$ cat src/design/pbrf_pkg.sv
// Shared types, constants and codes of the panel border rectangle filter.
`timescale 1ns / 1ps
package pbrf_pkg;

  localparam int MaxExclude = 8;
  localparam int MaxLines   = 16;

  localparam int ExclAddrW = $clog2(MaxExclude);
  localparam int KeptAddrW = $clog2(MaxLines);
  localparam int ExclCntW  = $clog2(MaxExclude + 1);
  localparam int KeptCntW  = $clog2(MaxLines + 1);
  localparam int IdxW      = (ExclCntW > KeptCntW) ? ExclCntW : KeptCntW;

  localparam int CoordW  = 17;
  localparam int ScreenW = 18;
  localparam int CmpW    = 19;
  localparam int LocW    = 16;
  localparam int CfgW    = 16;
  localparam int LinesW  = 5;
  localparam int SlotW   = 4;

  localparam int InDataW  = 72;
  localparam int InUserW  = 4;
  localparam int OutDataW = 72;
  localparam int OutUserW = 3;
  localparam int CfgAddrW = 3;

  typedef enum logic [1:0] {
    REQ_CLEAR = 2'd0,
    REQ_EXCL  = 2'd1,
    REQ_PANEL = 2'd2,
    REQ_RSVD  = 2'd3
  } req_e;

  typedef enum logic [2:0] {
    ST_KEPT    = 3'd0,
    ST_ACK     = 3'd1,
    ST_SKIP    = 3'd2,
    ST_EMPTY   = 3'd3,
    ST_BLOCKED = 3'd4,
    ST_DUP     = 3'd5,
    ST_LIMIT   = 3'd6,
    ST_FULL    = 3'd7
  } status_e;

  typedef enum logic [CfgAddrW-1:0] {
    CFG_OVL_LEFT   = 3'd0,
    CFG_OVL_TOP    = 3'd1,
    CFG_OVL_RIGHT  = 3'd2,
    CFG_OVL_BOTTOM = 3'd3,
    CFG_ORIGIN_X   = 3'd4,
    CFG_ORIGIN_Y   = 3'd5,
    CFG_MAX_LINES  = 3'd6
  } cfg_addr_e;

  typedef enum logic [2:0] {
    FSM_IDLE,
    FSM_CLIP,
    FSM_CHECK,
    FSM_SCAN_EXCL,
    FSM_SCAN_KEPT,
    FSM_RESP
  } fsm_e;

  // Input rectangle, client space or overlay-local exclusion region.
  typedef struct packed {
    logic signed [CoordW-1:0] b;
    logic signed [CoordW-1:0] r;
    logic signed [CoordW-1:0] t;
    logic signed [CoordW-1:0] l;
  } area_t;

  // Overlay-local rectangle.
  typedef struct packed {
    logic [LocW-1:0] b;
    logic [LocW-1:0] r;
    logic [LocW-1:0] t;
    logic [LocW-1:0] l;
  } loc_rect_t;

  typedef struct packed {
    logic signed [CfgW-1:0] left;
    logic signed [CfgW-1:0] top;
    logic signed [CfgW-1:0] right;
    logic signed [CfgW-1:0] bottom;
    logic signed [CfgW-1:0] org_x;
    logic signed [CfgW-1:0] org_y;
  } geom_t;

  typedef struct packed {
    loc_rect_t loc;
    logic      empty;
  } clip_res_t;

endpackage

$ cat src/design/pbrf_ram.sv
// Single-port-write, single-port-read synchronous RAM with registered read data.
`timescale 1ns / 1ps
module pbrf_ram #(
  parameter int Width = 64,
  parameter int Depth = 16
) (
  input  logic                     clk_i,
  input  logic                     we_i,
  input  logic [$clog2(Depth)-1:0] waddr_i,
  input  logic [Width-1:0]         wdata_i,
  input  logic                     re_i,
  input  logic [$clog2(Depth)-1:0] raddr_i,
  output logic [Width-1:0]         rdata_o
);

  logic [Width-1:0] mem [Depth];
  logic [Width-1:0] rdata_q;

  always_ff @(posedge clk_i) begin
    if (we_i) begin
      mem[waddr_i] <= wdata_i;
    end
  end

  always_ff @(posedge clk_i) begin
    if (re_i) begin
      rdata_q <= mem[raddr_i];
    end
  end

  assign rdata_o = rdata_q;

endmodule

$ cat src/design/pbrf_clip.sv
// Panel shift to screen space, clamp to the overlay and conversion to overlay-local edges.
`timescale 1ns / 1ps
module pbrf_clip
  import pbrf_pkg::*;
(
  input  logic      clk_i,
  input  area_t     area_i,
  input  geom_t     geom_i,
  output clip_res_t res_o
);

  logic signed [ScreenW-1:0] sl_d, st_d, sr_d, sb_d;
  logic signed [ScreenW-1:0] sl_q, st_q, sr_q, sb_q;
  logic signed [ScreenW-1:0] ovl_l, ovl_t, ovl_r, ovl_b;
  logic                      panel_empty_d, panel_empty_q;
  logic [ScreenW-1:0]        dl, dt, dr, db;

  assign ovl_l = ScreenW'(geom_i.left);
  assign ovl_t = ScreenW'(geom_i.top);
  assign ovl_r = ScreenW'(geom_i.right);
  assign ovl_b = ScreenW'(geom_i.bottom);

  // Stage one: shift by the client origin and clamp against the overlay.
  always_comb begin
    sl_d = ScreenW'(area_i.l) + ScreenW'(geom_i.org_x);
    st_d = ScreenW'(area_i.t) + ScreenW'(geom_i.org_y);
    sr_d = ScreenW'(area_i.r) + ScreenW'(geom_i.org_x);
    sb_d = ScreenW'(area_i.b) + ScreenW'(geom_i.org_y);
    if (sl_d < ovl_l) sl_d = ovl_l;
    if (st_d < ovl_t) st_d = ovl_t;
    if (sr_d > ovl_r) sr_d = ovl_r;
    if (sb_d > ovl_b) sb_d = ovl_b;
    panel_empty_d = (area_i.r <= area_i.l) || (area_i.b <= area_i.t);
  end

  always_ff @(posedge clk_i) begin
    sl_q          <= sl_d;
    st_q          <= st_d;
    sr_q          <= sr_d;
    sb_q          <= sb_d;
    panel_empty_q <= panel_empty_d;
  end

  // Stage two: empty test and overlay-local edges; valid only when not empty.
  assign dl = sl_q - ovl_l;
  assign dt = st_q - ovl_t;
  assign dr = sr_q - ovl_l;
  assign db = sb_q - ovl_t;

  assign res_o.empty = panel_empty_q || (sr_q <= sl_q) || (sb_q <= st_q);
  assign res_o.loc.l = dl[LocW-1:0];
  assign res_o.loc.t = dt[LocW-1:0];
  assign res_o.loc.r = dr[LocW-1:0];
  assign res_o.loc.b = db[LocW-1:0];

endmodule

$ cat src/design/panel_border_rect_filter.sv
// Top level: item sequencer over the exclusion and kept-rectangle memories.
//
//   channel  | dir | handshake                | payload
//   s_axis   | in  | s_axis_tvalid/tready     | tdata: area l,t,r,b; tuser: type,usable,monitor
//   m_axis   | out | m_axis_tvalid/tready     | tdata: local l,t,r,b, slot; tuser: status
//   cfg      | in  | cfg_we_i                 | cfg_addr_i, cfg_wdata_i
//
// Control items go from acceptance straight to the result state. A panel item
// passes the clip and check states, then the one-entry-per-cycle scans of the
// E stored exclusions and K kept rectangles, which stop at the first hit.
// Reset clears the counts, the control state and the configuration; the memories need no clearing.
// The result register frees the sequencer as soon as the result is loaded.
`timescale 1ns / 1ps
module panel_border_rect_filter
  import pbrf_pkg::*;
(
  input  logic                clk_i,
  input  logic                rst_ni,
  input  logic                s_axis_tvalid_i,
  output logic                s_axis_tready_o,
  // area_left[16:0], area_top[33:17], area_right[50:34], area_bottom[67:51], zero pad
  input  logic [InDataW-1:0]  s_axis_tdata_i,
  // req_type[1:0], usable[2], is_monitor[3]
  input  logic [InUserW-1:0]  s_axis_tuser_i,
  output logic                m_axis_tvalid_o,
  input  logic                m_axis_tready_i,
  // local_left[15:0], local_top[31:16], local_right[47:32], local_bottom[63:48],
  // slot[67:64], zero pad
  output logic [OutDataW-1:0] m_axis_tdata_o,
  // status[2:0]
  output logic [OutUserW-1:0] m_axis_tuser_o,
  input  logic                cfg_we_i,
  input  logic [CfgAddrW-1:0] cfg_addr_i,
  input  logic [CfgW-1:0]     cfg_wdata_i
);

  geom_t               geom_q;
  logic [LinesW-1:0]   max_lines_q;

  fsm_e                state_q, state_d;
  logic [IdxW-1:0]     idx_q, idx_d;
  logic                pend_q, pend_d;
  status_e             res_status_q, res_status_d;
  logic [SlotW-1:0]    res_slot_q, res_slot_d;
  logic [ExclCntW-1:0] excl_cnt_q, excl_cnt_d;
  logic [KeptCntW-1:0] kept_cnt_q, kept_cnt_d;
  loc_rect_t           loc_q, loc_d;

  area_t               item_area_q;
  logic                item_usable_q, item_mon_q;
  area_t               in_area;
  req_e                in_req;
  logic                accept;

  clip_res_t           clip_res;

  logic                excl_we, excl_re, kept_we, kept_re;
  logic [$bits(area_t)-1:0]     excl_rdata;
  logic [$bits(loc_rect_t)-1:0] kept_rdata;
  area_t               ex;
  loc_rect_t           kr;

  logic [KeptCntW-1:0] limit;
  logic                blocked, dup, issue, out_load;

  logic                    m_valid_q;
  logic [OutDataW-1:0]     m_data_q;
  logic [OutUserW-1:0]     m_user_q;

  assign in_area.l = s_axis_tdata_i[CoordW-1:0];
  assign in_area.t = s_axis_tdata_i[2*CoordW-1:CoordW];
  assign in_area.r = s_axis_tdata_i[3*CoordW-1:2*CoordW];
  assign in_area.b = s_axis_tdata_i[4*CoordW-1:3*CoordW];
  assign in_req    = req_e'(s_axis_tuser_i[1:0]);

  assign s_axis_tready_o = (state_q == FSM_IDLE);
  assign accept          = s_axis_tvalid_i && s_axis_tready_o;

  // Configuration registers.
  always_ff @(posedge clk_i or negedge rst_ni) begin
    if (!rst_ni) begin
      geom_q      <= '0;
      max_lines_q <= LinesW'(MaxLines);
    end else if (cfg_we_i) begin
      case (cfg_addr_i)
        CFG_OVL_LEFT:   geom_q.left   <= cfg_wdata_i;
        CFG_OVL_TOP:    geom_q.top    <= cfg_wdata_i;
        CFG_OVL_RIGHT:  geom_q.right  <= cfg_wdata_i;
        CFG_OVL_BOTTOM: geom_q.bottom <= cfg_wdata_i;
        CFG_ORIGIN_X:   geom_q.org_x  <= cfg_wdata_i;
        CFG_ORIGIN_Y:   geom_q.org_y  <= cfg_wdata_i;
        CFG_MAX_LINES:  max_lines_q   <= cfg_wdata_i[LinesW-1:0];
        default: ;
      endcase
    end
  end

  // Hold the accepted panel for the clip stages.
  always_ff @(posedge clk_i) begin
    if (accept) begin
      item_area_q   <= in_area;
      item_usable_q <= s_axis_tuser_i[2];
      item_mon_q    <= s_axis_tuser_i[3];
    end
  end

  pbrf_clip u_clip (
    .clk_i  (clk_i),
    .area_i (item_area_q),
    .geom_i (geom_q),
    .res_o  (clip_res)
  );

  // Exclusions are written on acceptance and kept rectangles at the end of their
  // item; reads start in a later item, so no access to one entry can overlap.
  pbrf_ram #(
    .Width ($bits(area_t)),
    .Depth (MaxExclude)
  ) u_excl_ram (
    .clk_i   (clk_i),
    .we_i    (excl_we),
    .waddr_i (excl_cnt_q[ExclAddrW-1:0]),
    .wdata_i (in_area),
    .re_i    (excl_re),
    .raddr_i (idx_q[ExclAddrW-1:0]),
    .rdata_o (excl_rdata)
  );

  pbrf_ram #(
    .Width ($bits(loc_rect_t)),
    .Depth (MaxLines)
  ) u_kept_ram (
    .clk_i   (clk_i),
    .we_i    (kept_we),
    .waddr_i (kept_cnt_q[KeptAddrW-1:0]),
    .wdata_i (loc_q),
    .re_i    (kept_re),
    .raddr_i (idx_q[KeptAddrW-1:0]),
    .rdata_o (kept_rdata)
  );

  assign ex = area_t'(excl_rdata);
  assign kr = loc_rect_t'(kept_rdata);

  // Overlap with the stored region shrunk by one pixel on every side.
  always_comb begin
    logic signed [CmpW-1:0] shl, sht, shr, shb, ll, lt, lr, lb;
    shl = CmpW'(ex.l) + CmpW'(1);
    sht = CmpW'(ex.t) + CmpW'(1);
    shr = CmpW'(ex.r) - CmpW'(1);
    shb = CmpW'(ex.b) - CmpW'(1);
    ll  = $signed({{(CmpW-LocW){1'b0}}, loc_q.l});
    lt  = $signed({{(CmpW-LocW){1'b0}}, loc_q.t});
    lr  = $signed({{(CmpW-LocW){1'b0}}, loc_q.r});
    lb  = $signed({{(CmpW-LocW){1'b0}}, loc_q.b});
    blocked = (shr > shl) && (shb > sht) &&
              (ll < shr) && (shl < lr) && (lt < shb) && (sht < lb);
  end

  assign dup   = (kr == loc_q);
  assign limit = (max_lines_q > LinesW'(MaxLines)) ? KeptCntW'(MaxLines)
                                                   : KeptCntW'(max_lines_q);

  always_ff @(posedge clk_i or negedge rst_ni) begin
    if (!rst_ni) begin
      state_q      <= FSM_IDLE;
      idx_q        <= '0;
      pend_q       <= 1'b0;
      res_status_q <= ST_ACK;
      res_slot_q   <= '0;
      excl_cnt_q   <= '0;
      kept_cnt_q   <= '0;
    end else begin
      state_q      <= state_d;
      idx_q        <= idx_d;
      pend_q       <= pend_d;
      res_status_q <= res_status_d;
      res_slot_q   <= res_slot_d;
      excl_cnt_q   <= excl_cnt_d;
      kept_cnt_q   <= kept_cnt_d;
    end
  end

  always_ff @(posedge clk_i) begin
    loc_q <= loc_d;
  end

  always_comb begin
    state_d      = state_q;
    idx_d        = idx_q;
    pend_d       = pend_q;
    res_status_d = res_status_q;
    res_slot_d   = res_slot_q;
    excl_cnt_d   = excl_cnt_q;
    kept_cnt_d   = kept_cnt_q;
    loc_d        = loc_q;
    excl_we      = 1'b0;
    excl_re      = 1'b0;
    kept_we      = 1'b0;
    kept_re      = 1'b0;
    issue        = 1'b0;
    out_load     = 1'b0;

    case (state_q)
      FSM_IDLE: begin
        if (accept) begin
          res_slot_d   = '0;
          res_status_d = ST_ACK;
          state_d      = FSM_RESP;
          case (in_req)
            REQ_CLEAR: begin
              excl_cnt_d = '0;
              kept_cnt_d = '0;
            end
            REQ_EXCL: begin
              if (excl_cnt_q >= ExclCntW'(MaxExclude)) begin
                res_status_d = ST_FULL;
              end else begin
                excl_we    = 1'b1;
                excl_cnt_d = excl_cnt_q + 1'b1;
              end
            end
            REQ_PANEL: state_d = FSM_CLIP;
            default: ;
          endcase
        end
      end

      FSM_CLIP: state_d = FSM_CHECK;

      FSM_CHECK: begin
        state_d = FSM_RESP;
        if (kept_cnt_q >= limit) begin
          res_status_d = ST_LIMIT;
        end else if (!item_usable_q || item_mon_q) begin
          res_status_d = ST_SKIP;
        end else if (clip_res.empty) begin
          res_status_d = ST_EMPTY;
        end else begin
          loc_d   = clip_res.loc;
          idx_d   = '0;
          pend_d  = 1'b0;
          state_d = FSM_SCAN_EXCL;
        end
      end

      FSM_SCAN_EXCL: begin
        issue   = (idx_q < IdxW'(excl_cnt_q));
        excl_re = issue;
        pend_d  = issue;
        if (issue) idx_d = idx_q + 1'b1;
        if (pend_q && blocked) begin
          res_status_d = ST_BLOCKED;
          pend_d       = 1'b0;
          state_d      = FSM_RESP;
        end else if (!issue) begin
          idx_d   = '0;
          state_d = FSM_SCAN_KEPT;
        end
      end

      FSM_SCAN_KEPT: begin
        issue   = (idx_q < IdxW'(kept_cnt_q));
        kept_re = issue;
        pend_d  = issue;
        if (issue) idx_d = idx_q + 1'b1;
        if (pend_q && dup) begin
          res_status_d = ST_DUP;
          pend_d       = 1'b0;
          state_d      = FSM_RESP;
        end else if (!issue) begin
          kept_we      = 1'b1;
          res_status_d = ST_KEPT;
          res_slot_d   = kept_cnt_q[SlotW-1:0];
          kept_cnt_d   = kept_cnt_q + 1'b1;
          state_d      = FSM_RESP;
        end
      end

      FSM_RESP: begin
        if (!m_valid_q || m_axis_tready_i) begin
          out_load = 1'b1;
          state_d  = FSM_IDLE;
        end
      end

      default: state_d = FSM_IDLE;
    endcase
  end

  // Result register.
  always_ff @(posedge clk_i or negedge rst_ni) begin
    if (!rst_ni) begin
      m_valid_q <= 1'b0;
    end else if (out_load) begin
      m_valid_q <= 1'b1;
    end else if (m_axis_tready_i) begin
      m_valid_q <= 1'b0;
    end
  end

  always_ff @(posedge clk_i) begin
    if (out_load) begin
      m_user_q <= res_status_q;
      if (res_status_q == ST_KEPT) begin
        m_data_q <= {{(OutDataW - 4*LocW - SlotW){1'b0}}, res_slot_q,
                     loc_q.b, loc_q.r, loc_q.t, loc_q.l};
      end else begin
        m_data_q <= '0;
      end
    end
  end

  assign m_axis_tvalid_o = m_valid_q;
  assign m_axis_tdata_o  = m_data_q;
  assign m_axis_tuser_o  = m_user_q;

  a_excl_cnt_range: assert property (@(posedge clk_i) disable iff (!rst_ni)
    excl_cnt_q <= ExclCntW'(MaxExclude))
    else $error("exclusion count beyond capacity");

  a_kept_cnt_range: assert property (@(posedge clk_i) disable iff (!rst_ni)
    kept_cnt_q <= KeptCntW'(MaxLines))
    else $error("kept count beyond capacity");

  a_clear_resets: assert property (@(posedge clk_i) disable iff (!rst_ni)
    (accept && in_req == REQ_CLEAR) |=> (excl_cnt_q == '0 && kept_cnt_q == '0))
    else $error("clear item did not reset the counts");

  a_reject_zero: assert property (@(posedge clk_i) disable iff (!rst_ni)
    (m_valid_q && m_user_q != ST_KEPT) |-> (m_data_q == '0))
    else $error("rejected result carries a rectangle");

  a_kept_nonempty: assert property (@(posedge clk_i) disable iff (!rst_ni)
    (out_load && res_status_q == ST_KEPT) |-> (loc_q.r > loc_q.l && loc_q.b > loc_q.t))
    else $error("kept rectangle is empty");

endmodule

$ cat config.mk
export PLATFORM = sky130hd
export DESIGN_NAME = panel_border_rect_filter
export DESIGN_NICKNAME = d
export VERILOG_FILES = /design/src/design/pbrf_pkg.sv /design/src/design/pbrf_ram.sv /design/src/design/pbrf_clip.sv /design/src/design/panel_border_rect_filter.sv
export SDC_FILE = /design/constraint.sdc
export NUM_CORES = 2
export LEC_CHECK = 0
export BUFFER_PORTS_ARGS = -buffer_cell sky130_fd_sc_hd__buf_2
export CAP_MARGIN = 20
export CELL_PAD_IN_SITES_DETAIL_PLACEMENT = 0
export CELL_PAD_IN_SITES_GLOBAL_PLACEMENT = 1
export CORE_MARGIN = 10
export CORE_UTILIZATION = 50
export CTS_BUF_LIST = sky130_fd_sc_hd__clkbuf_16
export CTS_CLUSTER_DIAMETER = 40
export CTS_CLUSTER_SIZE = 28
export DETAILED_ROUTE_END_ITERATION = 10
export PLACE_DENSITY_LB_ADDON = 0.1
export RECOVER_POWER = 50
export SLEW_MARGIN = 20
export SYNTH_ARGS = -nofsm -noshare
export SYNTH_HDL_FRONTEND = slang
export SYNTH_SLANG_ARGS = --single-unit
$ cat constraint.sdc
create_clock -name clk_i -period 12.2 [get_ports clk_i]
set_input_delay 0.61 -clock clk_i [delete_from_list [all_inputs] [get_ports clk_i]]
set_output_delay 0.61 -clock clk_i [all_outputs]
set_load 0.01 [all_outputs]
==> impl_metrics.env <==
export IMPL_status="finished with violations"
export IMPL_violations="capacitance limit, slew limit"
export IMPL_reg2reg_slack_ns=6.31
export IMPL_port_buffers=168
export IMPL_firstDrtPassIters=6
export IMPL_crit_chain="dlygate4sd3_1 -> clkbuf_1 -> clkbuf_1"
export IMPL_p_leak_nw=37.0
export IMPL_yosys_area_top_type="edfxtp_1"
export IMPL_crit_required_ns=12.43
export IMPL_overflow=0
export IMPL_synth_top_area_share_pct=63.2
export IMPL_critPathLaunchType="input port"
export IMPL_final_core_util_pct=58.3
export IMPL_synth_edff_count=1905
export IMPL_cts_resized=0
export IMPL_synth_distinct_cells=89
export IMPL_synth_adder_area_share_pct=5.33
export IMPL_pin_count=177
export IMPL_cts_root_buf="clkbuf_16"
export IMPL_first_global_vias=50100
export IMPL_dp_hpwl_um=149000
export IMPL_path_max_fanout=75
export IMPL_die_w_um=446
export IMPL_synthTopCellsByArea="edfxtp_1 63%, mux4_2 11%, ha_1 5.1%, dfrtp_1 3.5%, nand2_1 1.7%"
export IMPL_p_sw_w=0.00704
export IMPL_grt_max_degree=137
export IMPL_clk_pin_slew_ns=0.06
export IMPL_cts_sinks=2105
export IMPL_final_cell_mix="1905 x edfxtp_1, 456 x mux4_2, 403 x nand2_1"
export IMPL_netlist_area_um2=90500
export IMPL_fin_nets=6292
export IMPL_synth_compound_area_share_pct=4.21
export IMPL_routed_via_density=5.84
export IMPL_avgSynthCellArea_um2=17.0
export IMPL_ir_worst_vdd_mv=0.171
export IMPL_relSlewSlack_pct=-219
export IMPL_end_kind="asynchronous set/reset pin"
export IMPL_syn_inst=5321
export IMPL_slowest_delay_ns=3.29
export IMPL_syn_to_final_growth_pct=16.1
export IMPL_synthMuxAreaShare_pct=12.7
export IMPL_grt_pass1_wl_um=344000
export IMPL_worst_pin_slew_ns=4.79
export IMPL_path_common_cell="clkbuf_1"
export IMPL_powerDensity_nw_per_um2=224
export IMPL_grt_use_total_pct=23.7
export IMPL_switching_share_pct=29.9
export IMPL_hp_class="in2reg"
export IMPL_setup_viol=0
export IMPL_timing_worst_setup_path_type="in2async"
export IMPL_vias=49200
export IMPL_route_final_wire_length_um=237000
export IMPL_drv_cap=10
export IMPL_synth_xor_area_share_pct=1.95
export IMPL_ys_flop_type="edfxtp_1"
export IMPL_numCtsBuffers=302
export IMPL_async_flop_share_pct=6.03
export IMPL_core_area_um2=180000
export IMPL_initial_core_util_pct=50.2
export IMPL_drt_iter0_markers=4549
export IMPL_avgRoutedWirePerCell_um=28.1
export IMPL_arrival_ns=6.91
export IMPL_synth_simple_area_share_pct=5.46
export IMPL_min_period_ns=6.68
export IMPL_ctsLongestPathBuffers=4
export IMPL_finalClockSkew_ns=0.0926
export IMPL_crit_path_top_delay_cell="clkbuf_1"
export IMPL_drive_gt1_share_pct=19.6
export IMPL_htreeDepth=5
export IMPL_min_period_over_period_pct=54.8
export IMPL_clk_latency_ns=0.94
export IMPL_combPwrFrac_pct=25.0
export IMPL_cts_tree="built"
export IMPL_final_max_slew_viol_count=395
export IMPL_ys_warn_count=0
export IMPL_p_seq_share_pct=38.5
export IMPL_synth_seq_cells=2105
export IMPL_finalHoldViolCount=0
export IMPL_cts_setup_buffers=0
export IMPL_final_common_cell="edfxtp_1"
export IMPL_synth_top_family_by_area="multiplexers"
export IMPL_fp_dieH_um=446
export IMPL_fin_setup_tns_ns=0
export IMPL_die_area_um2=198000
export IMPL_p_int_w=0.0165
export IMPL_pwr_share_clk_pct=36.5
export IMPL_ys_seq_area_share_pct=68.3
export IMPL_hold_buffers=68
export IMPL_postRouteAntennaNets=0
export IMPL_drc_errors=0
export IMPL_routabilityCongestion=0.830
export IMPL_fp_row_count=156
export IMPL_antenna_found_initial=18
export IMPL_rsz0062_at_grt="no"
export IMPL_fmax_mhz=150
[kinds of logic after synthesis]
kind of cell / count (synthesis)
AND/OR/NAND/NOR: 1016
multiplexers: 565
adder cells (fa/ha/maj): 381
AO/OA/AOI/OAI: 572
buffers and inverters: 481
other: 1
flip-flops: 2105
XOR/XNOR: 200
[metal layers]
metal  GRT usage, %  routed length (um)
met1           32.4               99200
met2           39.5              117000
met3           3.78               13800
met4           7.09                6650
met5              0                  40
[flip-flops by register name, indices dropped and copies added, names as in the netlist, 3 cells and up]
register	cells
u_kept_ram.rdata_o	64
item_area_q	68
kept_cnt_q	5
u_excl_ram.mem	544
geom_q	96
u_kept_ram.mem	1024
state_q	3
m_axis_tdata_o	68
res_slot_q	4
m_axis_tuser_o	3
u_clip.st_q	18
excl_cnt_q	4
loc_q	64
idx_q	5
u_clip.sr_q	18
u_clip.sb_q	18
u_excl_ram.rdata_o	68
u_clip.sl_q	18
max_lines_q	5
res_status_q	3
[metrics by stage]
step           instance area, um^2  cells  setup slack, ns  hold WS (ns)  power, W
2_1_floorplan                90500   5324             3.55         0.314    0.0134
3_3_place_gp                 94800   7810             6.65         0.479    0.0151
3_5_place_dp                 94800   7810             6.60         0.484    0.0152
4_1_cts                     105000   8412             6.53       0.00397    0.0238
5_1_grt                     105000   8413             4.40       0.00845    0.0247
6_report                    105000   8418             5.52        0.0301    0.0235
[path summary, 6_finish.rpt]
| path | startpoint | endpoint | cells past startpoint |
|---|---|---|---|
| max | rst_ni | geom_q[33]$_DFFE_PN0P_ | 3 |
| min | m_axis_tready_i | m_axis_tvalid_o$_DFFE_PN0P_ | 3 |
| max reg2reg | loc_q[16]$_DFFE_PP_ | u_kept_ram.mem[3][11]$_DFFE_PP_ | 11 |
| min reg2reg | geom_q[94]$_DFFE_PN0P_ | u_clip.sl_q[14]$_DFF_P_ | 1 |
| max in group clk_i | loc_q[16]$_DFFE_PP_ | u_kept_ram.mem[3][11]$_DFFE_PP_ | 11 |
| min in group asynchronous | rst_ni | geom_q[4]$_DFFE_PN0P_ | 2 |
[cell type report]
class	count	area, um^2
Timing Repair Buffer	348	2010
Tap cell	2370	2970
Sequential cell	2105	61900
Inverter	317	1190
Clock inverter	223	2280
Multi-Input combinational cell	2738	27000
Fill cell	13800	75300
Clock buffer	311	7780
Antenna cell	6	15.0
[power groups by stage]
stage | logic [W] | clock network (W) | registers (W)
floorplan | 0.00437 | 0 | 0.00899
global placement | 0.00589 | 0 | 0.00921
detailed placement | 0.00594 | 0 | 0.00921
CTS | 0.00599 | 0.00873 | 0.00907
global route | 0.00653 | 0.00905 | 0.00912
finish | 0.00588 | 0.00859 | 0.00907
[cells in the mapped netlist, types with 9 or more instances]
cell	n
edfxtp_1	1905
mux4_2	456
nand2_1	403
ha_1	372
inv_1	313
nor2_1	157
o21ai_0	145
xnor2_1	139
dfrtp_1	125
a21oi_1	118
clkbuf_1	111
mux2_2	106
and2_1	77
a21o_1	75
dfxtp_1	73
nor3_1	63
nand3_1	60
xor2_1	60
nand4_1	51
buf_1	47
nor2b_1	38
or3_1	27
and3_1	26
a21boi_0	23
nand2b_1	22
and4_1	21
a211oi_1	20
o21a_1	18
a31oi_1	16
nor4_1	16
o2111ai_1	15
o21bai_1	14
o211ai_1	12
a2111oi_0	11
a221oi_1	10
or2_2	10
or4_1	10
a41oi_1	9
o2bb2ai_1	9
o31ai_1	9
[worst max-delay path, delay by kind of cell]
kind | cells | cell delay [ns]
buffers and inverters | 3 | 6.26
Power figures use the tool's default switching activity.
